==> src/hw/rtl/nrl_pkg.sv <==
// Shared types and constants for the node registry with liveness tracking.
package nrl_pkg;

    // Operation codes carried by each input item
    typedef enum logic [1:0] {
        MODE_ANNOUNCE  = 2'd0,
        MODE_HEARTBEAT = 2'd1,
        MODE_SWEEP     = 2'd2,
        MODE_LOOKUP    = 2'd3
    } t_mode;

    // Configuration register indexes
    localparam logic [1:0] CFG_MASTER_ADDR    = 2'd0;
    localparam logic [1:0] CFG_BROADCAST_ADDR = 2'd1;
    localparam logic [1:0] CFG_HB_TIMEOUT     = 2'd2;

    // Announce flag that marks a repeater
    localparam logic [7:0] REPEATER_BIT = 8'h01;

    // One node record as it travels around the ring
    typedef struct packed {
        logic              online;
        logic [7:0]        id;
        logic [7:0]        fw_maj;
        logic [7:0]        fw_min;
        logic              repeater;
        logic [7:0]        hops;
        logic [7:0]        relay;
        logic signed [7:0] rssi;
        logic [6:0]        heap;
        logic [31:0]       seen;
    } t_rec;

    // One accepted input item
    typedef struct packed {
        t_mode             mode;
        logic [7:0]        node_id;
        logic [7:0]        fw_maj;
        logic [7:0]        fw_min;
        logic [7:0]        flags;
        logic [7:0]        hop;
        logic [7:0]        relay;
        logic signed [7:0] rssi;
        logic [6:0]        heap_pct;
        logic [31:0]       now_ms;
    } t_item;

    // Status from the update unit for the record passing it this cycle
    typedef struct packed {
        logic hit;
        logic claim;
    } t_head_stat;

endpackage

==> src/hw/rtl/nrl_cell.sv <==
// One ring cell: holds one node record and passes it to its neighbor.
module nrl_cell
    import nrl_pkg::*;
(
    input  logic i_clk,
    input  logic i_shift,
    input  t_rec i_rec,
    output t_rec o_rec
);

    t_rec r_rec;

    // Take the neighbor's record while the ring rotates, else hold
    always_ff @(posedge i_clk) begin
        if (i_shift) begin
            r_rec <= i_rec;
        end
    end

    assign o_rec = r_rec;

endmodule

==> src/hw/rtl/nrl_head.sv <==
// Update unit at the ring head: matches, claims, refreshes and ages one record.
module nrl_head
    import nrl_pkg::*;
#(
    parameter int SLOTS = 16
) (
    input  t_rec                              i_rec,
    input  logic [(SLOTS > 1 ? $clog2(SLOTS) : 1)-1:0] i_step,
    input  t_item                             i_item,
    input  logic [$clog2(SLOTS+1)-1:0]        i_count,
    input  logic                              i_found,
    input  logic [7:0]                        i_master,
    input  logic [7:0]                        i_bcast,
    input  logic [31:0]                       i_timeout,
    output t_rec                              o_rec,
    output t_head_stat                        o_stat
);

    localparam int CW = $clog2(SLOTS+1);

    logic [CW-1:0] step_ext;
    logic          used;
    logic          match;
    logic          free_here;
    logic          id_ok;
    logic [31:0]   age;

    // Slots fill in order and are never freed, so the used ones come first
    assign step_ext  = CW'(i_step);
    assign used      = step_ext < i_count;
    assign match     = used && (i_rec.id == i_item.node_id);
    assign free_here = step_ext == i_count;
    assign id_ok     = (i_item.node_id != i_master) && (i_item.node_id != i_bcast);
    assign age       = i_item.now_ms - i_rec.seen;

    // Apply the operation to the record passing the head
    always_comb begin
        o_rec        = i_rec;
        o_stat.hit   = 1'b0;
        o_stat.claim = 1'b0;
        unique case (i_item.mode)
            MODE_ANNOUNCE: begin
                // claim the free slot only for a node not found earlier in the scan
                if (id_ok && (match || (free_here && !i_found))) begin
                    o_stat.hit     = 1'b1;
                    o_stat.claim   = !match;
                    o_rec.id       = i_item.node_id;
                    o_rec.fw_maj   = i_item.fw_maj;
                    o_rec.fw_min   = i_item.fw_min;
                    o_rec.repeater = |(i_item.flags & REPEATER_BIT);
                    o_rec.hops     = i_item.hop;
                    o_rec.relay    = i_item.relay;
                    o_rec.seen     = i_item.now_ms;
                    o_rec.online   = 1'b1;
                end
            end
            MODE_HEARTBEAT: begin
                if (match) begin
                    o_stat.hit   = 1'b1;
                    o_rec.seen   = i_item.now_ms;
                    o_rec.online = 1'b1;
                    o_rec.rssi   = i_item.rssi;
                    o_rec.heap   = i_item.heap_pct;
                end
            end
            MODE_SWEEP: begin
                if (used && i_rec.online && (age > i_timeout)) begin
                    o_rec.online = 1'b0;
                end
            end
            MODE_LOOKUP: begin
                o_stat.hit = match;
            end
            default: begin
                o_stat.hit = 1'b0;
            end
        endcase
    end

endmodule

==> src/hw/rtl/node_registry_with_liveness_top.sv <==
// Top level: node registry kept in a rotating ring of record cells.
// Each item rotates the ring once through the update unit, one slot per cycle,
// and the input stalls until that rotation ends.
// A waiting result stalls the ring on its last step until it is taken.
// Reset (synchronous, active low) empties the table and loads the register defaults.
module node_registry_with_liveness_top
    import nrl_pkg::*;
#(
    parameter int SLOTS = 16
) (
    input  logic              i_clk,
    input  logic              i_rst_n,
    // configuration write channel
    input  logic              i_cfg_valid,
    output logic              o_cfg_ready,
    input  logic [1:0]        i_cfg_index,
    input  logic [31:0]       i_cfg_data,
    // input item channel
    input  logic              i_in_valid,
    output logic              o_in_stall,
    input  logic [1:0]        i_mode,
    input  logic [7:0]        i_node_id,
    input  logic [7:0]        i_fw_major_in,
    input  logic [7:0]        i_fw_minor_in,
    input  logic [7:0]        i_flags,
    input  logic [7:0]        i_hop_in,
    input  logic [7:0]        i_relay_in,
    input  logic signed [7:0] i_rssi_in,
    input  logic [6:0]        i_heap_pct_in,
    input  logic [31:0]       i_now_ms,
    // result channel
    output logic              o_out_valid,
    input  logic              i_out_stall,
    output logic              o_accepted,
    output logic [3:0]        o_slot,
    output logic [4:0]        o_registered_count,
    output logic              o_online,
    output logic [7:0]        o_fw_major,
    output logic [7:0]        o_fw_minor,
    output logic              o_repeater,
    output logic [7:0]        o_hops,
    output logic [7:0]        o_relay_source,
    output logic signed [7:0] o_rssi,
    output logic [6:0]        o_heap_pct,
    output logic [31:0]       o_last_seen_ms
);

    localparam int SW = (SLOTS > 1) ? $clog2(SLOTS) : 1;
    localparam int CW = $clog2(SLOTS+1);
    localparam logic [SW-1:0] LAST_STEP = SW'(SLOTS-1);

    // configuration
    logic [7:0]    r_master;
    logic [7:0]    r_bcast;
    logic [31:0]   r_timeout;

    // control
    logic          r_busy;
    logic [SW-1:0] r_step;
    logic [CW-1:0] r_count;
    logic          r_hit;
    logic          r_claim;
    logic          r_out_valid;

    // payload
    t_item         r_item;
    t_rec          r_hit_rec;
    logic [SW-1:0] r_hit_slot;
    t_rec          r_out_rec;
    logic          r_out_acc;
    logic [3:0]    r_out_slot;
    logic [4:0]    r_out_cnt;

    // next-value terms for the finishing step
    logic          n_hit;
    logic          n_acc;
    t_rec          n_rec;
    logic [SW-1:0] n_slot;
    logic [CW-1:0] n_count;

    logic          in_xfer;
    logic          last;
    logic          can_load;
    logic          advance;
    t_rec          head_in;
    t_rec          head_out;
    t_head_stat    head_stat;
    t_rec          cell_out [SLOTS];

    assign o_cfg_ready = 1'b1;
    assign o_in_stall  = r_busy;
    assign in_xfer     = i_in_valid && !r_busy;
    assign last        = r_step == LAST_STEP;
    assign can_load    = !r_out_valid || !i_out_stall;
    assign advance     = r_busy && (!last || can_load);

    // Ring of cells; cell 0 feeds the head, the head feeds the far end
    for (genvar k = 0; k < SLOTS; k++) begin : g_ring
        t_rec cell_in;
        if (k == SLOTS-1) begin : g_wrap
            assign cell_in = head_out;
        end else begin : g_next
            assign cell_in = cell_out[k+1];
        end
        nrl_cell u_cell (
            .i_clk   (i_clk),
            .i_shift (advance),
            .i_rec   (cell_in),
            .o_rec   (cell_out[k])
        );
    end

    assign head_in = cell_out[0];

    nrl_head #(.SLOTS(SLOTS)) u_head (
        .i_rec     (head_in),
        .i_step    (r_step),
        .i_item    (r_item),
        .i_count   (r_count),
        .i_found   (r_hit),
        .i_master  (r_master),
        .i_bcast   (r_bcast),
        .i_timeout (r_timeout),
        .o_rec     (head_out),
        .o_stat    (head_stat)
    );

    // Merge the hit seen on the last step with the one held from earlier steps
    always_comb begin
        n_hit   = r_hit || head_stat.hit;
        n_rec   = head_stat.hit ? head_out : r_hit_rec;
        n_slot  = head_stat.hit ? r_step : r_hit_slot;
        n_count = r_count + CW'(r_claim || head_stat.claim);
        n_acc   = (r_item.mode == MODE_SWEEP) || n_hit;
        if (!n_hit) begin
            n_rec  = '0;
            n_slot = '0;
        end
    end

    // Configuration registers
    always_ff @(posedge i_clk) begin
        if (!i_rst_n) begin
            r_master  <= 8'd0;
            r_bcast   <= 8'd255;
            r_timeout <= 32'd30000;
        end else if (i_cfg_valid) begin
            unique case (i_cfg_index)
                CFG_MASTER_ADDR:    r_master  <= i_cfg_data[7:0];
                CFG_BROADCAST_ADDR: r_bcast   <= i_cfg_data[7:0];
                CFG_HB_TIMEOUT:     r_timeout <= i_cfg_data;
                default: begin
                end
            endcase
        end
    end

    // Scan sequencing, table count and result register
    always_ff @(posedge i_clk) begin
        if (!i_rst_n) begin
            r_busy      <= 1'b0;
            r_step      <= '0;
            r_count     <= '0;
            r_hit       <= 1'b0;
            r_claim     <= 1'b0;
            r_out_valid <= 1'b0;
        end else begin
            // Raise the result on the finishing step, drop it once taken
            if (advance && last) begin
                r_out_valid <= 1'b1;
            end else if (r_out_valid && !i_out_stall) begin
                r_out_valid <= 1'b0;
            end
            if (in_xfer) begin
                r_busy  <= 1'b1;
                r_step  <= '0;
                r_hit   <= 1'b0;
                r_claim <= 1'b0;
            end else if (advance) begin
                if (head_stat.claim) begin
                    r_claim <= 1'b1;
                end
                if (head_stat.hit) begin
                    r_hit <= 1'b1;
                end
                if (last) begin
                    r_busy  <= 1'b0;
                    r_step  <= '0;
                    r_count <= n_count;
                end else begin
                    r_step <= r_step + SW'(1);
                end
            end
        end
    end

    // Payload: hold the item, the found record and the result
    always_ff @(posedge i_clk) begin
        if (in_xfer) begin
            r_item.mode     <= t_mode'(i_mode);
            r_item.node_id  <= i_node_id;
            r_item.fw_maj   <= i_fw_major_in;
            r_item.fw_min   <= i_fw_minor_in;
            r_item.flags    <= i_flags;
            r_item.hop      <= i_hop_in;
            r_item.relay    <= i_relay_in;
            r_item.rssi     <= i_rssi_in;
            r_item.heap_pct <= i_heap_pct_in;
            r_item.now_ms   <= i_now_ms;
        end
        if (advance && head_stat.hit) begin
            r_hit_rec  <= head_out;
            r_hit_slot <= r_step;
        end
        if (advance && last) begin
            r_out_rec  <= n_rec;
            r_out_acc  <= n_acc;
            r_out_slot <= 4'(n_slot);
            r_out_cnt  <= 5'(n_count);
        end
    end

    assign o_out_valid        = r_out_valid;
    assign o_accepted         = r_out_acc;
    assign o_slot             = r_out_slot;
    assign o_registered_count = r_out_cnt;
    assign o_online           = r_out_rec.online;
    assign o_fw_major         = r_out_rec.fw_maj;
    assign o_fw_minor         = r_out_rec.fw_min;
    assign o_repeater         = r_out_rec.repeater;
    assign o_hops             = r_out_rec.hops;
    assign o_relay_source     = r_out_rec.relay;
    assign o_rssi             = r_out_rec.rssi;
    assign o_heap_pct         = r_out_rec.heap;
    assign o_last_seen_ms     = r_out_rec.seen;

endmodule

==> config.mk <==
export PLATFORM = sky130hd
export DESIGN_NAME = node_registry_with_liveness_top
export DESIGN_NICKNAME = d
export VERILOG_FILES = /design/src/hw/rtl/nrl_pkg.sv /design/src/hw/rtl/nrl_cell.sv /design/src/hw/rtl/nrl_head.sv /design/src/hw/rtl/node_registry_with_liveness_top.sv
export SDC_FILE = /design/constraint.sdc
export NUM_CORES = 1
export LEC_CHECK = 0
export BUFFER_PORTS_ARGS = -buffer_cell sky130_fd_sc_hd__buf_2
export CAP_MARGIN = 5
export CORE_MARGIN = 2
export CORE_UTILIZATION = 50
export CTS_BUF_LIST = sky130_fd_sc_hd__clkbuf_4
export CTS_CLUSTER_SIZE = 24
export DETAILED_ROUTE_END_ITERATION = 10
export GPL_ROUTABILITY_DRIVEN = 0
export HOLD_SLACK_MARGIN = 0.05
export PLACE_DENSITY = 0.7
export SYNTH_ARGS = -nofsm -noshare
export SYNTH_HDL_FRONTEND = slang
export SYNTH_SLANG_ARGS = --single-unit
==> constraint.sdc <==
create_clock -name i_clk -period 55.3 [get_ports i_clk]
set_input_delay 11.06 -clock i_clk [delete_from_list [all_inputs] [get_ports i_clk]]
set_output_delay 11.06 -clock i_clk [all_outputs]
set_load 0.05 [all_outputs]
==> key figures, run 1 <==
Critical path
  • Worst path required time: approximately 56 ns
  • Reg2reg setup slack: approximately 50 ns
  • WS Path Type: primary input to register
  • Most frequent CP cell: buf_4
  • Worst r2r src: r_step[1]$_SDFFE_PP0P_
  • Slowest cell on crit path: buf_4
  • Crit-path cells: buf_2 -> nand2_1 -> o21a_4 -> buf_4 -> buf_4 -> buf_4 -> buf_12 -> buf_4
  • Reg-to-reg endpoint: g_ring[7].u_cell.o_rec[54]$_DFFE_PP_
  • Slowest stage delay, CP: between 0.9 and 1 ns
  • Worst-path fanout max: between 150 and 200
  • Worst EP arrival: between 15 and 20 ns
  • Crit. End Element: register
  • Worst Reg2Reg Path Length in Cells: 8
  • Worst setup SP type: primary input

Timing
  • Skew final: between 0.1 and 0.15 ns
  • Fmax: between 60 and 70 MHz
  • Final Hold Vio Count: 0
  • Final max-slew violation count: 0
  • Final period util: 0.275
  • Final period demand of the worst path: ~15 ns
  • Slew HR: 0.220
  • RSZ-0062 raised after global routing: false
  • Final worst slack: between 40 and 50 ns
  • Total Neg Setup Slack: 0 ns
  • Slew @ Worst Pin: 1.17 ns
  • # setup viols final: 0

Drt
  • Vias per cell: just over 5
  • DR top layer: met5
  • Routed length on met2: around 44,000 µm
  • Metal3 WL: around 7400 µm
  • Initial DRT Pass Iterations: 5
  • Wirelength per Cell: about 19 µm
  • DRC violations left: 0
  • Post-route ant nets: 0
  • Wire length on met1: 46,500 µm
  • Routed WL: 101,000 µm
  • DR iter-0 viols: between 2,000 and 2,500
  • Via count: 26,400

Logic synthesis
  • Yosys cell types: 60
  • Seq/Total Area, Yosys: 0.893
  • Post-synth top flop: edfxtp_1
  • Cell count after synthesis: 2,710
  • Post-synth EDFFs: between 1,500 and 2,000
  • #FFs+latches synth: roughly 1,800
  • Average size of a mapped cell: about 21 µm²
  • YS warnings: 0
  • Post-Syn Nets: just under 3,000
  • Asr flop ratio synth: 0
  • Post-Syn Area: 58,200 µm²

Cells and area
  • Layout cell share with drive strength beyond 1: 0.269
  • Synth-to-layout area growth: 14.6%
  • Register Area: slightly above 50,000 µm²
  • Final Core Density: 0.576
  • Nets@finish: approximately 3,500
  • Commonest cells after routing, fill and taps aside: edfxtp_1, clkbuf_4, buf_2
  • Area of the multi-input gates: 5770 µm²
  • Commonest non-fill, non-tap cell in the layout: edfxtp_1
  • Fill cell count: 8,536

CTS
  • PostCTS Resize Cnt: 0
  • Clock latency on the worst-skew pair: 1.26 ns
  • H-tree levels: 5
  • Clock Pin Slew Worst Setup and Hold Paths: roughly 0.070 ns
  • Hold-fix buffers at CTS: 0
  • CTS tree: built
  • Clock Sinks: 1,751
  • Clock Tree Buf Depth: 4
  • Clock Tree Root: clkbuf_4
  • Post-CTS setup repair buffer count: 0
  • TritonCTS Buffers: between 400 and 500

Floorplanning
  • Die Y: about 350 µm
  • Die ar.: between 100,000 and 150,000 µm²
  • Row count: around 130
  • Width of the die: ~350 µm
  • Core ar.: about 120,000 µm²
  • # IOs: 230
  • Starting Density: 0.502

Min path
  • Hold Path Depth: 0
  • Hold wc startpoint: g_ring[1].u_cell.o_rec[12]$_DFFE_PP_
  • Worst Hold Class: register to register
  • Hold endpoint: g_ring[0].u_cell.o_rec[12]$_DFFE_PP_

Power and ir drop
  • Max rail drop VDD: ~0.000026 V
  • Power per Cell Area: 40.3 nW/µm²
  • Pleak: ~24 nW
  • Pwr Total: 2.69 mW

Global routing
  • Grt total ovfl: 0
  • First-pass GRT wire length: between 150,000 and 200,000 µm
  • Total GRT Usage: 0.169
  • Initial antenna violation count: 26
  • Pin count of the biggest net entering global routing: roughly 190
  • Vias in the first global route: approximately 26,000

Run
  • Maxcap violations: 0

Place
  • HPWL after detailed placement: roughly 57,000 µm
  • Input/output buffers: around 220
  • Dpl ws: between 30 and 40 ns

Outcome
  • Status: complete, no violations
-- stage by stage --
stage               cell area (µm²)  cells  hold slack [ns]
global route                  66700   5201            0.350
detailed placement            61300   4427            0.405
global placement              61300   4427            0.401
finish                        66700   5204            0.352
floorplan                     58200   2710            0.400
CTS                           66700   5190            0.359
-- cell families after synthesis --
| family | Yosys count | share of synthesized area |
|---|---|---|
| xor+xnor | 55 | 0.00827 |
| fa+ha+maj | 71 | 0.0154 |
| buf+inv | 132 | 0.00898 |
| simple gates | 360 | 0.0294 |
| flops | 1751 | 0.893 |
| compound gates | 272 | 0.0323 |
| other cells | 1 | 0.0000644 |
| mux | 68 | 0.0130 |
-- flip-flops by register name, indices dropped and copies added (netlist names), 4 cells and up --
register and count:
o_last_seen_ms 32, o_slot 4, r_item 90, g_ring.u_cell.o_rec 1424
o_fw_major 8, r_timeout 32, r_count 5, r_hit_rec 81
o_hops 8, r_master 8, r_step 4, o_fw_minor 8
r_bcast 8, o_heap_pct 7, r_hit_slot 4, o_registered_count 5
o_rssi 8, o_relay_source 8
-- power breakdown --
part / internal, mW / switching, mW
Clock: 0.544 / 0.486
Sequential: 1.54 / 0.0218
Combinational: 0.0304 / 0.0709
-- synthesized netlist by cell type, types with 4 or more instances --
library cell  instances  share of area
a211oi_1              6        0.00077
a21boi_0             30         0.0039
a21o_1               61         0.0079
a21oi_1              72         0.0062
a221o_1              27         0.0046
a31oi_1               7        0.00075
and2_1                6        0.00064
and3_1               25         0.0027
buf_1                 4        0.00026
buf_2                18         0.0015
clkbuf_1             33         0.0021
dfxtp_1              61          0.021
edfxtp_1           1690           0.87
ha_1                 70          0.015
inv_1                75         0.0048
mux2_2               60          0.012
mux2i_1               8         0.0014
nand2_1             109         0.0070
nand2b_1              8        0.00086
nand3_1              24         0.0021
nand3b_1              4        0.00052
nand4_1              12         0.0013
nor2_1              105         0.0068
nor2b_1              41         0.0044
nor3_1                6        0.00052
nor4_1                5        0.00054
o211ai_1             12         0.0015
o21a_1                7        0.00090
o21ai_0              25         0.0021
o21ai_1               4        0.00034
o21bai_1              5        0.00064
xnor2_1              30         0.0045
xor2_1               25         0.0038
-- worst max-delay path by stage --
stage                           start                                    to  cells past startpoint  slack (ns)
after floorplan           i_out_stall               r_count[4]$_SDFFE_PN0P_                      8       20.25
after global placement    i_out_stall  g_ring[0].u_cell.o_rec[54]$_DFFE_PP_                      8       39.03
after detailed placement  i_out_stall  g_ring[0].u_cell.o_rec[54]$_DFFE_PP_                      8       38.85
after CTS                 i_out_stall  g_ring[7].u_cell.o_rec[54]$_DFFE_PP_                      8       40.25
after global routing      i_out_stall  g_ring[7].u_cell.o_rec[54]$_DFFE_PP_                      8       39.77
final                     i_out_stall  g_ring[7].u_cell.o_rec[54]$_DFFE_PP_                      8       40.09
-- cell type report --
cell class	count	share of cell area
multi-input cells	827	0.0865
diodes	14	0.000525
flip-flops and latches	1751	0.779
inverters	75	0.00426
repair buffers	250	0.0206
clock inverters	127	0.00908
well taps	1524	0.0286
clock buffers	636	0.0716
-- per-layer routing --
metal | global-route usage | vias up
met5 | 0 | -
li1 | - | 12100
met3 | 0.0521 | 254
met2 | 0.236 | 880
met1 | 0.246 | 13100
met4 | 0.0764 | 16
-- worst max-delay path, delay by kind of cell --
family | cells | cell delay, ns
AOI/OAI and AO/OA | 1 | 0.52
buffers and inverters | 6 | 3.93
and+or+nand+nor | 1 | 0.11
(Power assumes the default switching activity.)
==> inputs of run 2 (changes only) <==
==> constraint.sdc (replaced) <==
create_clock -name i_clk -period 13.3 [get_ports i_clk]
set_input_delay 2.66 -clock i_clk [delete_from_list [all_inputs] [get_ports i_clk]]
set_output_delay 2.66 -clock i_clk [all_outputs]
set_load 0.05 [all_outputs]
==> run 2 against run 1 <==
Net effect:
- clock skew rose by 0.014 ns
- utilization fell by 0.22 points
- die area did not move
- critical endpoint is now g_ring[2].u_cell.o_rec[50]$_DFFE_PP_
- worst hold slack got worse by 0.010 ns
- non-clock buffer count rose by 1
- wire length rose by 0.12%
- critical path depth fell by 1
==> key figures, run 2 (synthesis gave the netlist of run 1 again) <==
Outcome
  • Status: complete, no violations

Drt
  • Routed WL: 101,000 µm (+0.12%)
  • DRC violations left: 0 (unchanged)
  • Wirelength per Cell: 19.5 µm (+0.98%)
  • Via count: 26,400 (-0.26%)
  • Initial DRT Pass Iterations: 5 (unchanged)
  • Post-route ant nets: 0 (unchanged)
  • DR iter-0 viols: 2,529 (+13%)
  • Vias per cell: 5.11 (+0.59%)

Cells and area
  • Commonest non-fill, non-tap cell in the layout: edfxtp_1
  • Max FFs per register: 1,424 (unchanged)
  • Synth-to-layout area growth: 14.1%
  • Final Core Density: 0.573 (-0.00221)
  • Layout cell share with drive strength beyond 1: 0.270 (+0.00126)
  • Commonest cells after routing, fill and taps aside: edfxtp_1, clkbuf_4, buf_2
  • Nets@finish: 3,545 (-0.056%)
  • Final cell count without fillers: 5,160 (-0.85%)
  • Fill cell count: 8,609 (+0.86%)

Global routing
  • Pin count of the biggest net entering global routing: 192 (+1.6%)
  • First-pass GRT wire length: 150,000 µm (-1.4%)
  • Vias in the first global route: 25,900 (-1.5%)
  • Grt total ovfl: 0 (unchanged)
  • Total GRT Usage: 0.167 (-0.00154)
  • Initial antenna violation count: 20 (-23%)

CTS
  • Clock Sinks: 1,751 (unchanged)
  • TritonCTS Buffers: 432 (-0.69%)
  • Hold-fix buffers at CTS: 0 (unchanged)
  • Post-CTS setup repair buffer count: 0 (unchanged)
  • Clock Tree Root: clkbuf_4
  • Clock Pin Slew Worst Setup and Hold Paths: 0.07 ns (about the same)
  • H-tree levels: 5 (unchanged)
  • CTS tree: built
  • Clock Tree Buf Depth: 4 (unchanged)
  • PostCTS Resize Cnt: 0 (unchanged)
  • Clock latency on the worst-skew pair: 1.28 ns (+0.02 ns)

Power and ir drop
  • Max rail drop VDD: 0.000109 V (+320%)
  • Switching pwr: 2.38 mW (+310%)
  • Power per Cell Area: 167 nW/µm² (+310%)
  • Flop pwr share: 0.585 (+0.005)
  • Pleak: 23.5 nW (-0.44%)
  • Clock network power share: 0.377 (-0.006)
  • Combinational share of power: 0.038 (about the same)
  • Pint: 8.70 mW (+310%)
  • Sw Ratio: 0.215 (-0.000399)

Critical path
  • Worst-path fanout max: 173 (-1.1%)
  • Worst setup SP type: primary input
  • Crit. End Element: register
  • Worst Reg2Reg Path Length in Cells: 21 (+13)
  • Crit path from: i_out_stall
  • Worst EP arrival: 6.81 ns (-9.19 ns)
  • Worst path required time: 14.21 ns (-41.87 ns)
  • CP endpoint: g_ring[2].u_cell.o_rec[50]$_DFFE_PP_
  • Reg-to-reg endpoint: g_ring[15].u_cell.o_rec[88]$_DFFE_PP_
  • WS Path Type: primary input to register
  • Worst r2r src: r_item[0]$_DFFE_PP_
  • Reg2reg setup slack: 7.87 ns (-41.51 ns)

Timing
  • Fmax: around 170 MHz
  • Total Neg Setup Slack: 0 ns (unchanged)
  • Slew HR: 0.186 (-0.0340)
  • Skew final: 0.133 ns (+0.0143 ns)
  • Final period demand of the worst path: 5.90 ns
  • Final max-slew violation count: 0 (unchanged)
  • Final Hold Vio Count: 0 (unchanged)
  • RSZ-0062 raised after global routing: false
  • # setup viols final: 0 (unchanged)
  • Final period util: 0.444
  • Slew @ Worst Pin: 1.22 ns (+0.0473 ns)

Floorplanning
  • Die ar.: 119,000 µm² (unchanged)
  • Core ar.: 116,000 µm² (unchanged)
  • Starting Density: 0.502 (unchanged)
  • Width of the die: 345 µm (unchanged)
  • # IOs: 230 (unchanged)
  • Row count: 125 (unchanged)
  • Die Y: 345 µm (unchanged)

Run
  • Maxcap violations: 0 (unchanged)

Min path
  • Worst Hold Class: register to register

Place
  • HPWL after detailed placement: 57,400 µm (about the same)
  • Placed Cells incl. Taps: 4,428 (+0.023%)
  • Input/output buffers: 221 (unchanged)
run 2: cell types whose count changed in the layout (fill, tap and decap cells not counted):
| cell | delta |
|---|---|
| clkinv_2 | +1 |
| clkinvlp_4 | -2 |
| a211oi_2 | +1 |
| clkinv_1 | -35 |
| inv_2 | +2 |
| buf_4 | +2 |
| clkbuf_4 | -8 |
| buf_12 | -1 |
| diode_2 | -1 |
| a211oi_1 | -1 |
| bufinv_16 | -2 |
run 2: through the flow:
step	power [mW]	setup slack, ns	hold slack [ns]	cell area, µm²
final	11.1	7.40	0.342	66500
after global routing	11.6	7.20	0.324	66500
after CTS	11.3	7.61	0.344	66400
after detailed placement	7.02	6.08	0.405	61300
after global placement	6.99	6.23	0.400	61300
after floorplan	6.90	0.918	0.400	58200
run 2: per-layer routing:
metal	vias to the layer above	global-route usage	wire length (µm)	share of wire
met5	-	0	81	0.00080
met1	13100	0.242	46000	0.46
met4	12	0.0675	2240	0.022
li1	12100	-	-	-
met2	992	0.228	43700	0.43
met3	195	0.0662	8740	0.087
run 2: worst max-delay path: stages:
cell	delay, ns
buf_2	0.10
nand2_1	0.13
o21a_4	0.48
buf_12	0.71
buf_4	0.83
buf_4	0.98
buf_4	0.66
run 2: area by class of cell:
| type | count | area [µm²] | area share |
|---|---|---|---|
| Tap cell | 1524 | 1910 | 0.0287 |
| Sequential cell | 1751 | 52000 | 0.782 |
| Timing Repair Buffer | 251 | 1370 | 0.0206 |
| Inverter | 75 | 284 | 0.00427 |
| Multi-Input combinational cell | 827 | 5770 | 0.0869 |
| Clock buffer | 628 | 4710 | 0.0709 |
| Antenna cell | 13 | 32.5 | 0.000489 |
| Clock inverter | 91 | 412 | 0.00619 |
run 2: worst min path at each step:
stage,start,to,slack [ns],cells after the start
final,g_ring[11].u_cell.o_rec[16]$_DFFE_PP_,g_ring[10].u_cell.o_rec[16]$_DFFE_PP_,0.34,0
after CTS,g_ring[10].u_cell.o_rec[40]$_DFFE_PP_,g_ring[9].u_cell.o_rec[40]$_DFFE_PP_,0.34,0
after global routing,g_ring[4].u_cell.o_rec[24]$_DFFE_PP_,g_ring[3].u_cell.o_rec[24]$_DFFE_PP_,0.32,0
after floorplan,g_ring[1].u_cell.o_rec[0]$_DFFE_PP_,g_ring[0].u_cell.o_rec[0]$_DFFE_PP_,0.40,0
after global placement,g_ring[13].u_cell.o_rec[66]$_DFFE_PP_,g_ring[12].u_cell.o_rec[66]$_DFFE_PP_,0.40,0
after detailed placement,g_ring[1].u_cell.o_rec[3]$_DFFE_PP_,g_ring[0].u_cell.o_rec[3]$_DFFE_PP_,0.40,0
run 2: power groups by stage:
stage               combinational (mW)  sequential [mW]  clock (mW)
CTS                              0.424             6.49        4.35
global route                     0.465             6.51        4.63
finish                           0.421             6.48        4.17
detailed placement               0.421             6.60           0
floorplan                        0.276             6.62           0
global placement                 0.409             6.59           0
==> inputs of run 3 (changes only) <==
--- a/config.mk
+++ b/config.mk
@@ -5,6 +5,7 @@
 export SDC_FILE = /design/constraint.sdc
 export NUM_CORES = 1
 export LEC_CHECK = 0
+export ABC_AREA = 1
 export BUFFER_PORTS_ARGS = -buffer_cell sky130_fd_sc_hd__buf_2
 export CAP_MARGIN = 5
 export CORE_MARGIN = 2
@@ -14,7 +15,7 @@
 export DETAILED_ROUTE_END_ITERATION = 10
 export GPL_ROUTABILITY_DRIVEN = 0
 export HOLD_SLACK_MARGIN = 0.05
-export PLACE_DENSITY = 0.7
+export PLACE_DENSITY = 0.68
 export SYNTH_ARGS = -nofsm -noshare
 export SYNTH_HDL_FRONTEND = slang
 export SYNTH_SLANG_ARGS = --single-unit
==> constraint.sdc (replaced) <==
create_clock -name i_clk -period 6 [get_ports i_clk]
set_input_delay 1.2 -clock i_clk [delete_from_list [all_inputs] [get_ports i_clk]]
set_output_delay 1.2 -clock i_clk [all_outputs]
set_load 0.05 [all_outputs]
==> run 3 against run 2 <==
Net effect:
- global-route usage increased by 0.70 points
- register-to-register slack got worse by 6.1 ns
- worst hold slack worse by 0.14 ns
- die area up 1.2%
- largest cell class unchanged
- largest power group unchanged
- highest routed layer is now met4
==> key figures, run 3 <==
Logic synthesis
  • Most frequent cells after synthesis: edfxtp_1, nand2_1, inv_1
  • Synth top area share: 0.861 (-0.0108)
  • Average size of a mapped cell: 18.5 µm² (-14%)
  • Post-synth top flop: edfxtp_1
  • Post-synth EDFFs: 1,690 (unchanged)
  • Post-Syn Area: 59,000 µm² (+1.3%)
  • Asr flop ratio synth: 0 (unchanged)
  • Seq/Total Area, Yosys: 0.882 (-0.0110)
  • #FFs+latches synth: 1,751 (unchanged)
  • Post-Syn Nets: 3,398 (+16%)
  • Most area-hungry cell type in the Yosys netlist: edfxtp_1
  • Cell count after synthesis: 3,191 (+18%)
  • Largest cells by area after synthesis: edfxtp_1, nand2_1, dfxtp_1
  • Most common cell in the netlist: edfxtp_1
  • YS warnings: 0 (unchanged)
  • Yosys cell types: 40 (-33%)

Floorplanning
  • Die ar.: 121,000 µm² (+1.2%)
  • Width of the die: 347 µm (+0.62%)
  • Core ar.: 117,000 µm² (+0.54%)
  • Die Y: 347 µm (+0.62%)
  • Row count: 125 (unchanged)
  • Starting Density: 0.506 (+0.00355)
  • # IOs: 230 (unchanged)

Timing
  • Final max-slew violation count: 0 (unchanged)
  • Skew final: 0.0831 ns (-0.0499 ns)
  • Slew HR: 0.224 (+0.0375)
  • Final period util: 0.701
  • # setup viols final: 0 (unchanged)
  • Final Hold Vio Count: 0 (unchanged)
  • RSZ-0062 raised after global routing: false
  • Total Neg Setup Slack: 0 ns (unchanged)
  • Final worst slack: 1.80 ns (-5.60 ns)
  • Final period demand of the worst path: 4.20 ns
  • Slew @ Worst Pin: 1.16 ns (-0.0525 ns)
  • Fmax: around 240 MHz

CTS
  • Clock latency on the worst-skew pair: 1.24 ns (-0.04 ns)
  • CTS tree: built
  • Clock Sinks: 1,751 (unchanged)
  • H-tree levels: 5 (unchanged)
  • Clock Tree Buf Depth: 4 (unchanged)
  • Clock Tree Root: clkbuf_4
  • TritonCTS Buffers: 438 (+1.4%)
  • Clock Pin Slew Worst Setup and Hold Paths: 0.06 ns (about the same)
  • PostCTS Resize Cnt: 0 (unchanged)

Cells and area
  • Register Area: 52,000 µm² (about the same)
  • Commonest non-fill, non-tap cell in the layout: edfxtp_1
  • Fill cell count: 8,721 (+1.3%)
  • Nets@finish: 4,096 (+16%)
  • Commonest cells after routing, fill and taps aside: edfxtp_1, clkbuf_4, nand2_1
  • Max FFs per register: 1,424 (unchanged)
  • Area of the multi-input gates: 5930 µm² (+2.8%)
  • Layout cell share with drive strength beyond 1: 0.222 (-0.0483)
  • Synth-to-layout area growth: 15.5%

Critical path
  • Worst r2r src: r_count[2]$_SDFFE_PN0P_
  • Reg2reg setup slack: 1.80 ns (-6.07 ns)
  • WS Path Type: register to register
  • Worst setup SP type: register
  • Worst path required time: 6.90 ns (-7.31 ns)
  • Crit. End Element: register
  • Crit path from: r_count[2]$_SDFFE_PN0P_
  • Worst EP arrival: 5.10 ns (-1.71 ns)
  • Worst-path fanout max: 56 (-68%)

Drt
  • Via count: 28,500 (+8.1%)
  • Initial DRT Pass Iterations: 7 (+2)
  • DR iter-0 viols: 2,654 (+4.9%)
  • Vias per cell: 4.98 (-2.6%)
  • DRC violations left: 0 (unchanged)
  • Routed WL: 105,000 µm (+4.0%)
  • Post-route ant nets: 0 (unchanged)
  • Wirelength per Cell: 18.3 µm (-6.3%)

Power and ir drop
  • Pleak: 25.1 nW (+6.5%)
  • Max rail drop VDD: 0.000198 V (+82%)
  • Power per Cell Area: 365 nW/µm² (+120%)

Global routing
  • Vias in the first global route: 28,200 (+8.7%)
  • Total GRT Usage: 0.174 (+0.00705)
  • Initial antenna violation count: 6 (-70%)
  • Pin count of the biggest net entering global routing: 192 (unchanged)
  • Grt total ovfl: 0 (unchanged)
  • First-pass GRT wire length: 158,000 µm (+5.9%)

Outcome
  • Status: complete, no violations

Place
  • Dpl ws: 1.72 ns (-4.36 ns)
  • Input/output buffers: 221 (unchanged)
  • HPWL after detailed placement: 60,300 µm (+5.0%)

Run
  • Maxcap violations: 0 (unchanged)

Min path
  • Hold wc startpoint: i_fw_major_in[3]
  • Worst Hold Class: primary input to register
run 3: changes by cell type after synthesis, moves of 8 or more:
cell      previous run  this run
nand3_1             24       145
nor2b_1             41         0
o21ai_0             25        94
mux2i_1              8         0
nor2_1             105        91
mux2_2              60         0
a221o_1             27         0
nand2_1            109       561
a21o_1              61         7
a21oi_1             72        90
xnor2_1             30        16
a21boi_0            30         4
and3_1              25         0
inv_1               75       203
run 3: final timing paths:
kind	endpoint	cells after the start
max	o_slot[1]$_SDFFCE_PN0P_	15
min	r_item[82]$_DFFE_PP_	1
max reg2reg	o_slot[1]$_SDFFCE_PN0P_	15
min reg2reg	g_ring[14].u_cell.o_rec[73]$_DFFE_PP_	0
run 3: power by group:
part | switching (mW) | total, mW | internal, mW
Sequential | 0.186 | 14.4 | 14.2
Combinational | 0.787 | 1.08 | 0.292
Clock | 4.41 | 9.39 | 4.98
Total | 5.38 | 24.8 | 19.5
run 3: cell type report:
type,instances,share of cell area
antenna,9,0.000331
clock buffer,641,0.0707
clock inverter,105,0.00721
inverter,207,0.0115
multi-input combinational,1171,0.0872
sequential,1751,0.764
tap,1524,0.0280
timing repair buffer,320,0.0314
run 3: critical path: stages, from the launching register on:
cell	delay, ns
dfxtp_1	0.38
inv_1	0.08
ha_1	0.29
nand2_1	0.06
nand2_1	0.04
nand2_1	0.05
nand2_1	0.04
nor2_1	0.27
nand3_2	0.22
nand2_2	0.18
nand3_4	0.37
nand2_4	0.68
clkinv_2	0.49
buf_4	0.45
nand3_1	0.13
o21ai_0	0.09
run 3: what timing repair did:
action / 4_1_cts / 5_1_grt
setup buffers: 0 / 0
hold endpoints to repair: 71 / 0
hold buffers: 71 / 0
run 3: logic make-up (layout without fill, tap and decap cells):
logic type / Yosys count / in the layout / share of synthesized area
flip-flops: 1751 / 1751 / 0.882
other: 1 / 10 / 0.0000636
AND/OR/NAND/NOR: 828 / 828 / 0.0574
AO/OA/AOI/OAI: 227 / 227 / 0.0211
adder cells (fa/ha/maj): 71 / 71 / 0.0152
buffers and inverters: 269 / 1273 / 0.0181
XOR/XNOR: 44 / 44 / 0.00654
run 3: per-layer routing:
| metal | GRT usage | routed length (µm) | vias to the layer above |
|---|---|---|---|
| li1 | - | - | 13400 |
| met5 | 0 | 0 | - |
| met3 | 0.0421 | 6720 | 208 |
| met1 | 0.260 | 49200 | 13900 |
| met2 | 0.243 | 45900 | 928 |
| met4 | 0.0839 | 3000 | 0 |
run 3: per-stage QoR:
| step | area [µm²] | std cells | total power [mW] | hold WS (ns) | utilization |
|---|---|---|---|---|---|
| after floorplan | 59000 | 3191 | 15.7 | 0.400 | - |
| after global placement | 62000 | 4902 | 15.6 | 0.400 | 0.532 |
| after detailed placement | 62000 | 4902 | 15.7 | 0.405 | 0.532 |
| after CTS | 68000 | 5719 | 25.2 | 0.0514 | 0.584 |
| after global routing | 68100 | 5728 | 26.0 | 0.0382 | 0.584 |
| final | 68100 | 5728 | 24.8 | 0.207 | 0.584 |
